**config.mk**
```make
export PLATFORM = sky130hd
export DESIGN_NAME = avi_mjpeg_chunk_walker
export DESIGN_NICKNAME = d
export VERILOG_FILES = /design/src/rtl/amcw_pkg.sv /design/src/rtl/amcw_core.sv /design/src/rtl/avi_mjpeg_chunk_walker.sv
export SDC_FILE = /design/constraint.sdc
export NUM_CORES = 2
export LEC_CHECK = 0
export ABC_AREA = 0
export BUFFER_PORTS_ARGS = -buffer_cell sky130_fd_sc_hd__buf_2
export CORE_AREA = 2 2 266 268
export DETAILED_ROUTE_END_ITERATION = 10
export DIE_AREA = 0 0 268 270
export PLACE_DENSITY = 0.67
export SLEW_MARGIN = 20
export SYNTH_ARGS = -nofsm -noshare
export SYNTH_HDL_FRONTEND = slang
export SYNTH_HIERARCHICAL = 1
export SYNTH_SLANG_ARGS = --single-unit
```
**constraint.sdc**
```tcl
create_clock -name clk -period 12.7 [get_ports clk]
set_input_delay 1.27 -clock clk [delete_from_list [all_inputs] [get_ports clk]]
set_output_delay 1.27 -clock clk [all_outputs]
set_load 0.02 [all_outputs]
```
**src/rtl/amcw_pkg.sv**
```systemverilog
`default_nettype none
// ----------------------------------------------------------------------------
// amcw_pkg
// shared types and constants of the avi movie chunk walker: result kinds,
// error codes, container tags and the result record between core and top
// ----------------------------------------------------------------------------
package amcw_pkg;

    typedef enum logic [1:0] {
        KIND_HEADER = 2'd0,
        KIND_FRAME  = 2'd1,
        KIND_END    = 2'd2,
        KIND_ERROR  = 2'd3
    } kind_t;

    typedef enum logic [3:0] {
        ERR_NONE       = 4'd0,
        ERR_RIFF       = 4'd1,
        ERR_AVI        = 4'd2,
        ERR_LIST       = 4'd3,
        ERR_HDRL       = 4'd4,
        ERR_AVIH       = 4'd5,
        ERR_LIST_SIZE  = 4'd6,
        ERR_PERIOD     = 4'd7,
        ERR_MOVI       = 4'd8
    } err_t;

    localparam logic [31:0] TAG_RIFF = 32'h4646_4952;
    localparam logic [31:0] TAG_AVI  = 32'h2049_5641;
    localparam logic [31:0] TAG_LIST = 32'h5453_494C;
    localparam logic [31:0] TAG_HDRL = 32'h6C72_6468;
    localparam logic [31:0] TAG_AVIH = 32'h6869_7661;
    localparam logic [31:0] TAG_MOVI = 32'h6976_6F6D;
    localparam logic [15:0] STREAM0  = 16'h3030;
    localparam logic [15:0] TYPE_DC  = 16'h6364;
    localparam logic [31:0] PAD_MASK = 32'hFFFF_FFFE;

    typedef struct packed {
        logic        valid;
        kind_t       kind;
        logic [31:0] chunk_number;
        logic [31:0] payload_offset;
        logic [31:0] payload_size;
        logic [31:0] usec_per_frame;
        err_t        error_code;
    } result_t;

endpackage
`default_nettype wire

```
**src/rtl/amcw_core.sv**
```systemverilog
`default_nettype none
// ----------------------------------------------------------------------------
// amcw_core
// parse state and per-byte decode: assembles little-endian fields, checks
// header tags, follows the list chain to movi and walks its chunks
// ----------------------------------------------------------------------------
module amcw_core (
    input  wire logic              clk,
    input  wire logic              rst_n,
    input  wire logic              step,
    input  wire logic [7:0]        data_byte,
    input  wire logic              first_byte,
    input  wire logic [31:0]       movie_length,
    output amcw_pkg::result_t      res
);

    typedef enum logic [2:0] {
        PH_HEADER = 3'd0,
        PH_SEEK   = 3'd1,
        PH_LIST   = 3'd2,
        PH_WALK   = 3'd3,
        PH_CHUNK  = 3'd4,
        PH_ENDING = 3'd5,
        PH_HALT   = 3'd6
    } phase_t;

    phase_t      phase_reg, phase_next;
    logic [31:0] byte_position_reg, byte_position_next;
    logic [31:0] field_word_reg, field_word_next;
    logic [31:0] header_list_size_reg, header_list_size_next;
    logic [31:0] next_list_start_reg, next_list_start_next;
    logic [31:0] current_list_size_reg, current_list_size_next;
    logic [31:0] movi_list_end_reg, movi_list_end_next;
    logic [31:0] next_chunk_start_reg, next_chunk_start_next;
    logic [31:0] chunk_tag_reg, chunk_tag_next;
    logic [31:0] chunk_counter_reg, chunk_counter_next;

    // state as seen by this beat, restart folded in
    phase_t      ph, ph1;
    logic [31:0] pos, fw, hls, nls, cls, mle, ncs, tag, cnt;
    logic [31:0] base, rel, word, next_start;
    logic [1:0]  rel_lo;
    logic        whole, frame, fits;
    logic [33:0] chunk_end;

    always_comb
    begin
        ph  = first_byte ? PH_HEADER : phase_reg;
        pos = first_byte ? 32'd0 : byte_position_reg;
        fw  = first_byte ? 32'd0 : field_word_reg;
        hls = first_byte ? 32'd0 : header_list_size_reg;
        nls = first_byte ? 32'd0 : next_list_start_reg;
        cls = first_byte ? 32'd0 : current_list_size_reg;
        mle = first_byte ? 32'd0 : movi_list_end_reg;
        ncs = first_byte ? 32'd0 : next_chunk_start_reg;
        tag = first_byte ? 32'd0 : chunk_tag_reg;
        cnt = first_byte ? 32'd1 : chunk_counter_reg;

        phase_next             = ph;
        byte_position_next     = pos + 32'd1;
        field_word_next        = fw;
        header_list_size_next  = hls;
        next_list_start_next   = nls;
        current_list_size_next = cls;
        movi_list_end_next     = mle;
        next_chunk_start_next  = ncs;
        chunk_tag_next         = tag;
        chunk_counter_next     = cnt;

        res                = '0;
        res.kind           = amcw_pkg::KIND_HEADER;
        res.error_code     = amcw_pkg::ERR_NONE;

        ph1 = ph;
        if (ph == PH_SEEK)
        begin
            if (nls >= movie_length || nls < pos)
            begin
                ph1 = PH_HALT;
                phase_next = PH_HALT;
                res.valid = 1'b1;
                res.kind = amcw_pkg::KIND_ERROR;
                res.error_code = amcw_pkg::ERR_MOVI;
            end
            else if (nls == pos)
            begin
                ph1 = PH_LIST;
                phase_next = PH_LIST;
            end
        end
        else if (ph == PH_WALK && ncs == pos)
        begin
            ph1 = PH_CHUNK;
            phase_next = PH_CHUNK;
        end

        // field assembly
        base = (ph1 == PH_LIST) ? nls : ((ph1 == PH_CHUNK) ? ncs : 32'd0);
        rel = pos - base;
        rel_lo = rel[1:0];
        if (rel_lo == 2'd0)
            word = {24'd0, data_byte};
        else
            word = fw | ({24'd0, data_byte} << {rel_lo, 3'b000});
        whole = (rel_lo == 2'd3);

        chunk_end  = {2'b00, ncs} + 34'd8 + {2'b00, word};
        fits       = chunk_end < {2'b00, movie_length};
        next_start = (ncs + 32'd9 + word) & amcw_pkg::PAD_MASK;
        frame      = tag[15:0] == amcw_pkg::STREAM0 && tag[31:16] == amcw_pkg::TYPE_DC;

        unique case (ph1)
            PH_HEADER:
            begin
                field_word_next = word;
                if (whole)
                begin
                    unique case (pos[31:2])
                        30'd0:
                            if (word != amcw_pkg::TAG_RIFF)
                            begin
                                phase_next = PH_HALT;
                                res.valid = 1'b1;
                                res.kind = amcw_pkg::KIND_ERROR;
                                res.error_code = amcw_pkg::ERR_RIFF;
                            end
                        30'd2:
                            if (word != amcw_pkg::TAG_AVI)
                            begin
                                phase_next = PH_HALT;
                                res.valid = 1'b1;
                                res.kind = amcw_pkg::KIND_ERROR;
                                res.error_code = amcw_pkg::ERR_AVI;
                            end
                        30'd3:
                            if (word != amcw_pkg::TAG_LIST)
                            begin
                                phase_next = PH_HALT;
                                res.valid = 1'b1;
                                res.kind = amcw_pkg::KIND_ERROR;
                                res.error_code = amcw_pkg::ERR_LIST;
                            end
                        30'd4:
                        begin
                            header_list_size_next = word;
                            if (word == 32'd0)
                            begin
                                phase_next = PH_HALT;
                                res.valid = 1'b1;
                                res.kind = amcw_pkg::KIND_ERROR;
                                res.error_code = amcw_pkg::ERR_LIST_SIZE;
                            end
                        end
                        30'd5:
                            if (word != amcw_pkg::TAG_HDRL)
                            begin
                                phase_next = PH_HALT;
                                res.valid = 1'b1;
                                res.kind = amcw_pkg::KIND_ERROR;
                                res.error_code = amcw_pkg::ERR_HDRL;
                            end
                        30'd6:
                            if (word != amcw_pkg::TAG_AVIH)
                            begin
                                phase_next = PH_HALT;
                                res.valid = 1'b1;
                                res.kind = amcw_pkg::KIND_ERROR;
                                res.error_code = amcw_pkg::ERR_AVIH;
                            end
                        30'd8:
                        begin
                            res.valid = 1'b1;
                            if (word == 32'd0)
                            begin
                                phase_next = PH_HALT;
                                res.kind = amcw_pkg::KIND_ERROR;
                                res.error_code = amcw_pkg::ERR_PERIOD;
                            end
                            else
                            begin
                                next_list_start_next = hls + 32'd20;
                                phase_next = PH_SEEK;
                                res.kind = amcw_pkg::KIND_HEADER;
                                res.usec_per_frame = word;
                            end
                        end
                        default:
                        begin
                        end
                    endcase
                end
            end
            PH_LIST:
            begin
                field_word_next = word;
                if (whole && rel == 32'd7)
                    current_list_size_next = word;
                else if (whole && rel == 32'd11)
                begin
                    if (word == amcw_pkg::TAG_MOVI)
                    begin
                        movi_list_end_next = nls + 32'd8 + cls;
                        next_chunk_start_next = nls + 32'd12;
                        chunk_counter_next = 32'd1;
                        phase_next = PH_WALK;
                    end
                    else
                    begin
                        next_list_start_next = nls + cls + 32'd8;
                        phase_next = PH_SEEK;
                    end
                end
            end
            PH_CHUNK:
            begin
                field_word_next = word;
                if (whole && rel == 32'd3)
                    chunk_tag_next = word;
                else if (whole)
                begin
                    if (!fits)
                    begin
                        phase_next = PH_HALT;
                        chunk_counter_next = 32'd1;
                        res.valid = 1'b1;
                        res.kind = amcw_pkg::KIND_END;
                    end
                    else
                    begin
                        chunk_counter_next = cnt + 32'd1;
                        next_chunk_start_next = next_start;
                        phase_next = PH_WALK;
                        if (next_start == mle)
                        begin
                            chunk_counter_next = 32'd1;
                            phase_next = frame ? PH_ENDING : PH_HALT;
                        end
                        if (frame)
                        begin
                            res.valid = 1'b1;
                            res.kind = amcw_pkg::KIND_FRAME;
                            res.chunk_number = cnt;
                            res.payload_offset = ncs + 32'd8;
                            res.payload_size = word;
                        end
                        else if (next_start == mle)
                        begin
                            res.valid = 1'b1;
                            res.kind = amcw_pkg::KIND_END;
                        end
                    end
                end
            end
            PH_ENDING:
            begin
                phase_next = PH_HALT;
                res.valid = 1'b1;
                res.kind = amcw_pkg::KIND_END;
            end
            default:
            begin
            end
        endcase
    end

    always_ff @(posedge clk or negedge rst_n)
    begin
        if (!rst_n)
        begin
            phase_reg             <= PH_HEADER;
            byte_position_reg     <= 32'd0;
            field_word_reg        <= 32'd0;
            header_list_size_reg  <= 32'd0;
            next_list_start_reg   <= 32'd0;
            current_list_size_reg <= 32'd0;
            movi_list_end_reg     <= 32'd0;
            next_chunk_start_reg  <= 32'd0;
            chunk_tag_reg         <= 32'd0;
            chunk_counter_reg     <= 32'd1;
        end
        else if (step)
        begin
            phase_reg             <= phase_next;
            byte_position_reg     <= byte_position_next;
            field_word_reg        <= field_word_next;
            header_list_size_reg  <= header_list_size_next;
            next_list_start_reg   <= next_list_start_next;
            current_list_size_reg <= current_list_size_next;
            movi_list_end_reg     <= movi_list_end_next;
            next_chunk_start_reg  <= next_chunk_start_next;
            chunk_tag_reg         <= chunk_tag_next;
            chunk_counter_reg     <= chunk_counter_next;
        end
    end

endmodule
`default_nettype wire

```
**src/rtl/avi_mjpeg_chunk_walker.sv**
```systemverilog
`default_nettype none
// ----------------------------------------------------------------------------
// avi_mjpeg_chunk_walker
// walks an avi byte stream: checks the main header, finds the movi list and
// reports every 00dc video chunk with its number, payload offset and size
//
// usage
//   cfg channel: one beat writes movie_length; write it while the walker idles
//   in channel: one file byte per beat, first_byte set on the byte at offset 0
//   out channel: at most one result per input byte (header, frame, end, error)
//   path: an input beat lands in the input register, is decoded once the
//   output register is free or being emptied, and its result is then
//   registered in the output register, from which it is offered
//   throughput: one byte per cycle while out_ready holds, set by the
//   combinational decode between the input register and the output register
//   stall: while the output register holds an untaken result, the decode of
//   the byte behind it waits; one byte more is still taken into the input
//   register, then in_ready drops until out_ready returns
//   reset: all parse state cleared, movie_length is zero, both registers
//   empty; after an end or error result bytes are consumed silently until a
//   beat with first_byte restarts parsing
// ----------------------------------------------------------------------------
module avi_mjpeg_chunk_walker (
    input  wire logic        clk,
    input  wire logic        rst_n,

    input  wire logic        cfg_valid,
    output logic             cfg_ready,
    input  wire logic [31:0] cfg_data,

    input  wire logic        in_valid,
    output logic             in_ready,
    input  wire logic [7:0]  data_byte,
    input  wire logic        first_byte,

    output logic             out_valid,
    input  wire logic        out_ready,
    output logic [1:0]       kind,
    output logic [31:0]      chunk_number,
    output logic [31:0]      payload_offset,
    output logic [31:0]      payload_size,
    output logic [31:0]      usec_per_frame,
    output logic [3:0]       error_code
);

    logic [31:0]        movie_length_reg, movie_length_next;
    logic               in_valid_reg, in_valid_next;
    logic [7:0]         byte_reg, byte_next;
    logic               first_reg, first_next;
    logic               out_valid_reg, out_valid_next;
    amcw_pkg::result_t  result_reg, result_next;
    amcw_pkg::result_t  res;
    logic               step;

    // decode one byte when the output register is free or being emptied
    assign step      = in_valid_reg && (!out_valid_reg || out_ready);
    assign in_ready  = !in_valid_reg || step;
    assign cfg_ready = 1'b1;

    amcw_core u_core (
        .clk          (clk),
        .rst_n        (rst_n),
        .step         (step),
        .data_byte    (byte_reg),
        .first_byte   (first_reg),
        .movie_length (movie_length_reg),
        .res          (res)
    );

    always_comb
    begin
        movie_length_next = movie_length_reg;
        if (cfg_valid)
            movie_length_next = cfg_data;

        in_valid_next = in_valid_reg;
        byte_next     = byte_reg;
        first_next    = first_reg;
        if (in_valid && in_ready)
        begin
            in_valid_next = 1'b1;
            byte_next     = data_byte;
            first_next    = first_byte;
        end
        else if (step)
            in_valid_next = 1'b0;

        out_valid_next = out_valid_reg;
        result_next    = result_reg;
        if (step)
        begin
            out_valid_next = res.valid;
            result_next    = res;
        end
        else if (out_ready)
            out_valid_next = 1'b0;
    end

    always_ff @(posedge clk or negedge rst_n)
    begin
        if (!rst_n)
        begin
            movie_length_reg <= 32'd0;
            in_valid_reg     <= 1'b0;
            out_valid_reg    <= 1'b0;
        end
        else
        begin
            movie_length_reg <= movie_length_next;
            in_valid_reg     <= in_valid_next;
            out_valid_reg    <= out_valid_next;
        end
    end

    always_ff @(posedge clk)
    begin
        byte_reg   <= byte_next;
        first_reg  <= first_next;
        result_reg <= result_next;
    end

    assign out_valid      = out_valid_reg;
    assign kind           = result_reg.kind;
    assign chunk_number   = result_reg.chunk_number;
    assign payload_offset = result_reg.payload_offset;
    assign payload_size   = result_reg.payload_size;
    assign usec_per_frame = result_reg.usec_per_frame;
    assign error_code     = result_reg.error_code;

`ifndef ASSERT_OFF
    // error results carry a code, all other kinds carry none
    a_err_code: assert property (@(posedge clk) disable iff (!rst_n)
        out_valid && kind == amcw_pkg::KIND_ERROR |-> error_code != amcw_pkg::ERR_NONE)
        else $error("error result without error code");

    a_no_code: assert property (@(posedge clk) disable iff (!rst_n)
        out_valid && kind != amcw_pkg::KIND_ERROR |-> error_code == amcw_pkg::ERR_NONE)
        else $error("error code on a non-error result");

    // frame numbering starts at one
    a_frame_num: assert property (@(posedge clk) disable iff (!rst_n)
        out_valid && kind == amcw_pkg::KIND_FRAME |-> chunk_number != 32'd0)
        else $error("frame result with chunk number zero");

    // a byte waiting in the input register is never lost
    a_hold_in: assert property (@(posedge clk) disable iff (!rst_n)
        in_valid_reg && !step |=> in_valid_reg && $stable(byte_reg) && $stable(first_reg))
        else $error("pending input beat dropped");
`endif

endmodule
`default_nettype wire

```
# Word level (Yosys, flattened, before mapping)
# Cells that the tools add are included.
[totals]
wordCells = 197
register_bits = 468
out_inout_bits = 137
[op_classes]
n_reduce_logical = 21
n_bitwise = 7
shift = 1
addsub = 14
eq_ne = 26
n_mux = 104
magnitude_cmp = 3
[ops]
columns = ["operator", "n"]
rows = [
  ["32-bit 2-to-1 mux", 43],
  ["99-bit 2-to-1 mux", 2],
  ["96-bit 2-to-1 mux", 2],
  ["32-bit case mux with 2 select lines", 3],
  ["32-bit by 4-bit adder with 32-bit output, second input constant", 5],
  ["32-bit by 31-bit inequality test with 1-bit output, second input constant", 4],
  ["32-bit adder", 3],
  ["32-bit == test", 3],
  ["3-bit 2-to-1 mux", 31],
  ["30-bit by 3-bit == test with 1-bit output, second input constant", 3],
  ["32-bit by 1-bit adder with 32-bit output, second input constant", 2],
  ["30-bit by 2-bit == test with 1-bit output, second input constant", 2],
  ["4-bit 2-to-1 mux", 11],
  ["3-bit case mux with 7 select lines", 2],
  ["34-bit by 32-bit adder with 34-bit output", 1],
  ["34-bit by 32-bit less-than comparator with 1-bit output", 1],
  ["32-bit by 4-bit adder with 33-bit output, second input constant", 1],
  ["32-bit by 5-bit adder with 32-bit output, second input constant", 1],
  ["32-bit by 2-bit == test with 1-bit output, second input constant", 1],
  ["32-bit by 3-bit == test with 1-bit output, second input constant", 1],
  ["32-bit by 31-bit == test with 1-bit output, second input constant", 1],
  ["32-bit by 4-bit == test with 1-bit output, second input constant", 1],
  ["32-bit >= comparator", 1],
  ["32-bit zero test", 1],
  ["other kinds (28)", 50],
]

# Logic depth before layout (Yosys ltp)
[depth]
ltp_word = 21
ltp_mapped = 55
mapped_depth_nobuf = 44

# By module
# Netlist, hierarchy kept.
[by_module_without_submodules]
columns = ["module", "area_per_inst_um2", "cells_per_inst", "n_inst"]
rows = [
  ["amcw_core", 28619.9, 3761, 1],
  ["avi_mjpeg_chunk_walker", 5740.5, 222, 1],
]

# Least setup slack after synthesis
# OpenSTA, ideal clock, no wires.
[synth_path]
kind = "reg-to-reg"
from = "reg first_reg"
to = "reg u_core.chunk_counter_reg[23]"
n_path_buf = 12
path_stages_with_launch = 55
t_required_ps = 12613
t_arrival_ps = 11559
period_less_slack_ps = 11645
setup_slack_ps = 1055
cell_sequence = "edfxtp_1 clkinv_1 clkbuf_1 buf_1 clkbuf_1 clkbuf_1 clkbuf_1 buf_1 buf_1 buf_1 nand2_1 ha_1 and4_1 o2111ai_1 a211oi_1 nor4b_1 o21ai_0 o211ai_1 [... 19 more ...] o31ai_1 a21oi_1 xnor2_1 ha_1 a21o_1 a21o_1 a21oi_1 o211ai_1 a21oi_1 o211ai_1 a21oi_1 o211ai_1 nor2_1 nand3_2 nor3_2 buf_2 nand2_1 o211ai_1"
[synth_via]
elab_chain_len = 19
elab_cells_between_ends = 51
classes_between = "6 x add/sub; 3 x order compare; 12 x eq/ne; 1 x shift; 22 x mux; 1 x bitwise; 6 x reduce/logical"
[synth_rtl]
columns = ["element", "line_no", "rtl"]
rows = [
  ["start: declaration", "avi_mjpeg_chunk_walker.sv:49", "logic first_reg, first_next;"],
  ["start signal: assignment", "avi_mjpeg_chunk_walker.sv:118", "first_reg <= first_next;"],
  ["parallel branches: the longest is 18 deep, another holds 32-bit >= comparator", "-", ""],
  ["32-bit case mux with 2 select lines (*)", "amcw_core.sv:112", "unique case (ph1)"],
  ["end signal: assignment", "amcw_core.sv:292", "chunk_counter_reg <= chunk_counter_next;"],
  ["end: declaration", "amcw_core.sv:36", "logic [31:0] chunk_counter_reg, chunk_counter_next;"],
]
# Every way passes the cells marked *.
# A chain may end at the register's enable or synchronous reset.

# Worst setup path after layout
[layout_path]
from = "reg first_reg"
to = "reg u_core.next_chunk_start_reg[19]"
[layout_via]
elab_chain_len = 18
elab_cells_between_ends = 47
classes_between = "6 x add/sub; 3 x order compare; 11 x eq/ne; 1 x shift; 19 x mux; 1 x bitwise; 6 x reduce/logical"
[layout_rtl]
columns = ["element", "line_no", "rtl"]
rows = [
  ["32-bit 2-to-1 mux, or another cell as far along", "amcw_core.sv:52", "nls = first_byte ? 32'd0 : next_list_start_reg;"],
  ["32-bit >= comparator, or another cell as far along", "amcw_core.sv:77", "if (nls >= movie_length || nls < pos)"],
  ["1-bit logical OR, or another cell as far along", "amcw_core.sv:77", ""],
  ["3-bit 2-to-1 mux (on tied branches)", "amcw_core.sv:77, amcw_core.sv:91", ""],
  ["3-bit 2-to-1 mux", "amcw_core.sv:75", "if (ph == PH_SEEK)"],
  ["3-bit == test", "amcw_core.sv:98, amcw_core.sv:112", ""],
  ["32-bit 2-to-1 mux (2 in a row)", "amcw_core.sv:98", "base = (ph1 == PH_LIST) ? nls : ((ph1 == PH_CHUNK) ? ncs : 32'd0);"],
  ["32-bit subtractor", "amcw_core.sv:99", "rel = pos - base;"],
  ["8-bit by 5-bit left shift with 32-bit output", "amcw_core.sv:104", "word = fw | ({24'd0, data_byte} << {rel_lo, 3'b000});"],
  ["32-bit OR", "amcw_core.sv:104", ""],
  ["32-bit 2-to-1 mux", "amcw_core.sv:101", "if (rel_lo == 2'd0)"],
  ["34-bit by 32-bit adder with 34-bit output", "amcw_core.sv:107", "chunk_end = {2'b00, ncs} + 34'd8 + {2'b00, word};"],
  ["34-bit by 32-bit less-than comparator with 1-bit output", "amcw_core.sv:108", "fits = chunk_end < {2'b00, movie_length};"],
  ["32-bit 2-to-1 mux", "amcw_core.sv:221", "if (!fits)"],
  ["32-bit 2-to-1 mux", "amcw_core.sv:219", "else if (whole)"],
  ["32-bit 2-to-1 mux", "amcw_core.sv:217", "if (whole && rel == 32'd3)"],
  ["32-bit case mux with 2 select lines (*)", "amcw_core.sv:112", ""],
  ["end signal: assignment", "amcw_core.sv:290", "next_chunk_start_reg <= next_chunk_start_next;"],
  ["end: declaration", "amcw_core.sv:34", "logic [31:0] next_chunk_start_reg, next_chunk_start_next;"],
]
# Every way passes the cells marked *; elsewhere a longest branch is shown, timed or not.

==> results.toml <==
[power_and_ir_drop]
net-switching-power_uw = 2326
p_total_uw = 5623
p_int_uw = 3297
vdd_ir_drop_max_mv = 0.1357
pwr-share-comb = 0.381
sw_frac_of_total = 0.4136
pwr_density_cell_nw_per_um2 = 147.2
clockPowerShare = 0.294
seqPwrFrac = 0.325
p_leak_uw = 0.01714

[floorplan]
start_util = 0.4941
die_w_um = 268
die-area_um2 = 72360
std_cell_rows = 97
die-height_um = 270
design.core.area_um2 = 69540
io_pins = 183

[min_path]
min_path_type = "reg2reg"
hp-start = "u_core/chunk_counter_reg[31]"

[synth]
yosysWarnings = 6
synth_nets = 4284
ys_ff_latch = 468
synth_area_leaders = "dfrtp_1, edfxtp_1, ha_1"
synthFlopType = "dfrtp_1"
synth_adder_area_share = 0.09373
ys_seq_area_frac = 0.3617
yosys.area_share.simple = 0.2161
synth_xor_area_frac = 0.05356
synthArstFlopShare = 0.6944
synth_mux_area_frac = 0.03430
synth_area_um2 = 34360
synth_top_family_by_area = "simple AND/OR/NAND/NOR gates"
postSynthAreaPerCell_um2 = 8.627
synth_top_area_frac = 0.2360
ys_types = 103
synthCells = 3983
synth-compound-area-share = 0.1926
yosysTopAreaCell = "dfrtp_1"
synth_edf_count = 143

[route]
vias_per_cell = 6.514
avgRoutedWirePerCell_um = 29.65
drc_errors = 0
dr.pass1.iters = 7
vias = 33160
drt-total-wl_um = 150900
drtAntennaViolNets = 0
drt_iter0_markers = 4372

[timing]
hold_ws_ns = 0.4693
period_share = 0.9591
final_hold_viol_count = 0
worst_pin_slew_ns = 1.254
setup_ws_ns = 0.5191
skew_ns = 0.04543
max_freq_ghz = 0.08210
min_period_ns = 12.18
rsz0062_at_grt = "no"
max_slew_margin = 0.1623
fin_tns_setup_ns = 0
setup_viol_count_final = 0
drv_slew = 0

[clock_tree]
clk_pin_slew_worst_paths_ns = 0.06
clock_latency_ns = 0.65
cts_buffer_depth = 3
cts_sinks = 468
cts_tree = "built"
h-tree-depth = 2
clockRootBuffer = "clkbuf_16"
numCtsBuffers = 52

[setup_path]
critPathCaptureType = "flop"
start_kind = "flop"
required_ns = 13.20
critPathTopFamily = "compound AO/OA/AOI/OAI gates"
reg2reg_from = "first_reg"
cp_common_cell = "ha_1"
crit_fanout = 35
max_stage_delay_ns = 0.57
worstPathArrival_ns = 12.68
startpoint = "first_reg"
cp_slowest_cell = "fa_1"
critPathKind = "reg2reg"
path_buf_inv = 6

[grt]
grt_start_max_net_pins = 102
antenna_found_initial = 4
first_global_vias = 31060
overflow = 0
grt_usage = 0.4120
grt_pass1_wl_um = 216800

[cells_and_area]
area_growth_pct = 11.19
fillerInstances = 6489
drive_above_1_share = 0.1139
layout.cells.most_common = "nand2_1"
layout_common_cells = "nand2_1, o21ai_0, dfrtp_1"
final_cell_area_um2 = 38210
nets = 4402

[place]
dpl.hpwl_um = 118000
placedInstanceArea_um2 = 36300
place_ws_ns = 0.5204
finalWeightedCongestion = 1.066
io_buffers = 181

[run]
cap_viol_max_count = 0

[run_status]
outcome = "complete, no violations"
-- through the flow --
step,util,std cells
CTS,0.5487,5085
global placement,0.5220,4987
floorplan,-,3983
global route,0.5492,5085
finish,0.5494,5091
detailed placement,0.5220,4987
-- repair_timing --
item,in CTS,in global routing
buffers inserted,0,0
setup endpoints to repair,0,74
resized for setup,0,4
hold buffers,0,0
-- metal layers --
layer  GRT usage  up-vias  wire length, um
met2      0.6111     2008            64030
li1            -    14650                -
met1      0.5477    16030            59470
met3     0.08716      467            15950
met4      0.2554        2            11470
met5           0        -               13
-- power groups by stage --
stage,combinational (uW),clock (uW),sequential (uW)
CTS,2050,1680,1820
global route,2240,1740,1830
global placement,2030,0,1850
detailed placement,2030,0,1840
finish,2140,1650,1830
floorplan,1220,0,1840
-- logic make-up (layout without fill, tap and decap cells) --
logic type               Yosys count  after routing
AND/OR/NAND/NOR                 1501           1501
AO/OA/AOI/OAI                   1048           1048
flip-flops                       468            468
buffers and inverters            402            564
adder cells (fa/ha/maj)          255            255
XOR/XNOR                         207            207
multiplexers                     101            101
other                              1              7
-- synthesized netlist by cell type (73+ instances only) --
| cell | count |
|---|---|
| edfxtp_1 | 143 |
| a21oi_1 | 235 |
| nand3_1 | 115 |
| nand4_1 | 73 |
| dfrtp_1 | 324 |
| nor2b_1 | 130 |
| clkbuf_1 | 157 |
| o21ai_0 | 331 |
| and3_1 | 80 |
| nor2_1 | 307 |
| ha_1 | 251 |
| inv_1 | 186 |
| nor3_1 | 77 |
| nand2_1 | 472 |
| xnor2_1 | 134 |
-- worst reg2reg max path, delay by kind of cell (launching register included) --
kind,cells,cell delay (ns)
AND/OR/NAND/NOR,12,3.21
XOR/XNOR,1,0.20
AO/OA/AOI/OAI,14,3.61
flip-flops,1,0.52
buffers and inverters,6,2.10
adder cells (fa/ha/maj),6,2.40
-- cell type report --
| type | instances | area [um^2] | share of cell area |
|---|---|---|---|
| repair buffers | 278 | 1644 | 0.04303 |
| inverters | 188 | 705.7 | 0.01847 |
| clock buffers | 68 | 1433 | 0.03750 |
| diodes | 6 | 15.01 | 0.0003930 |
| clock inverters | 30 | 427.9 | 0.01120 |
| flip-flops and latches | 468 | 12430 | 0.3253 |
| multi-input cells | 3113 | 20380 | 0.5333 |
| well taps | 940 | 1176 | 0.03078 |
-- worst paths after layout --
check | to | slack, ns | cells after the start
setup / recovery | u_core/next_chunk_start_reg[19] | 0.52 | 39
hold reg to reg | u_core/chunk_counter_reg[31] | 0.47 | 1
min in group asynchronous | u_core/chunk_tag_reg[20] | 0.64 | 1
hold / removal | u_core/chunk_counter_reg[31] | 0.47 | 1
setup reg to reg | u_core/next_chunk_start_reg[19] | 0.52 | 39
max in group asynchronous | u_core/chunk_counter_reg[26] | 9.89 | 3
No activity file was read; power rests on OpenSTA's default activity.
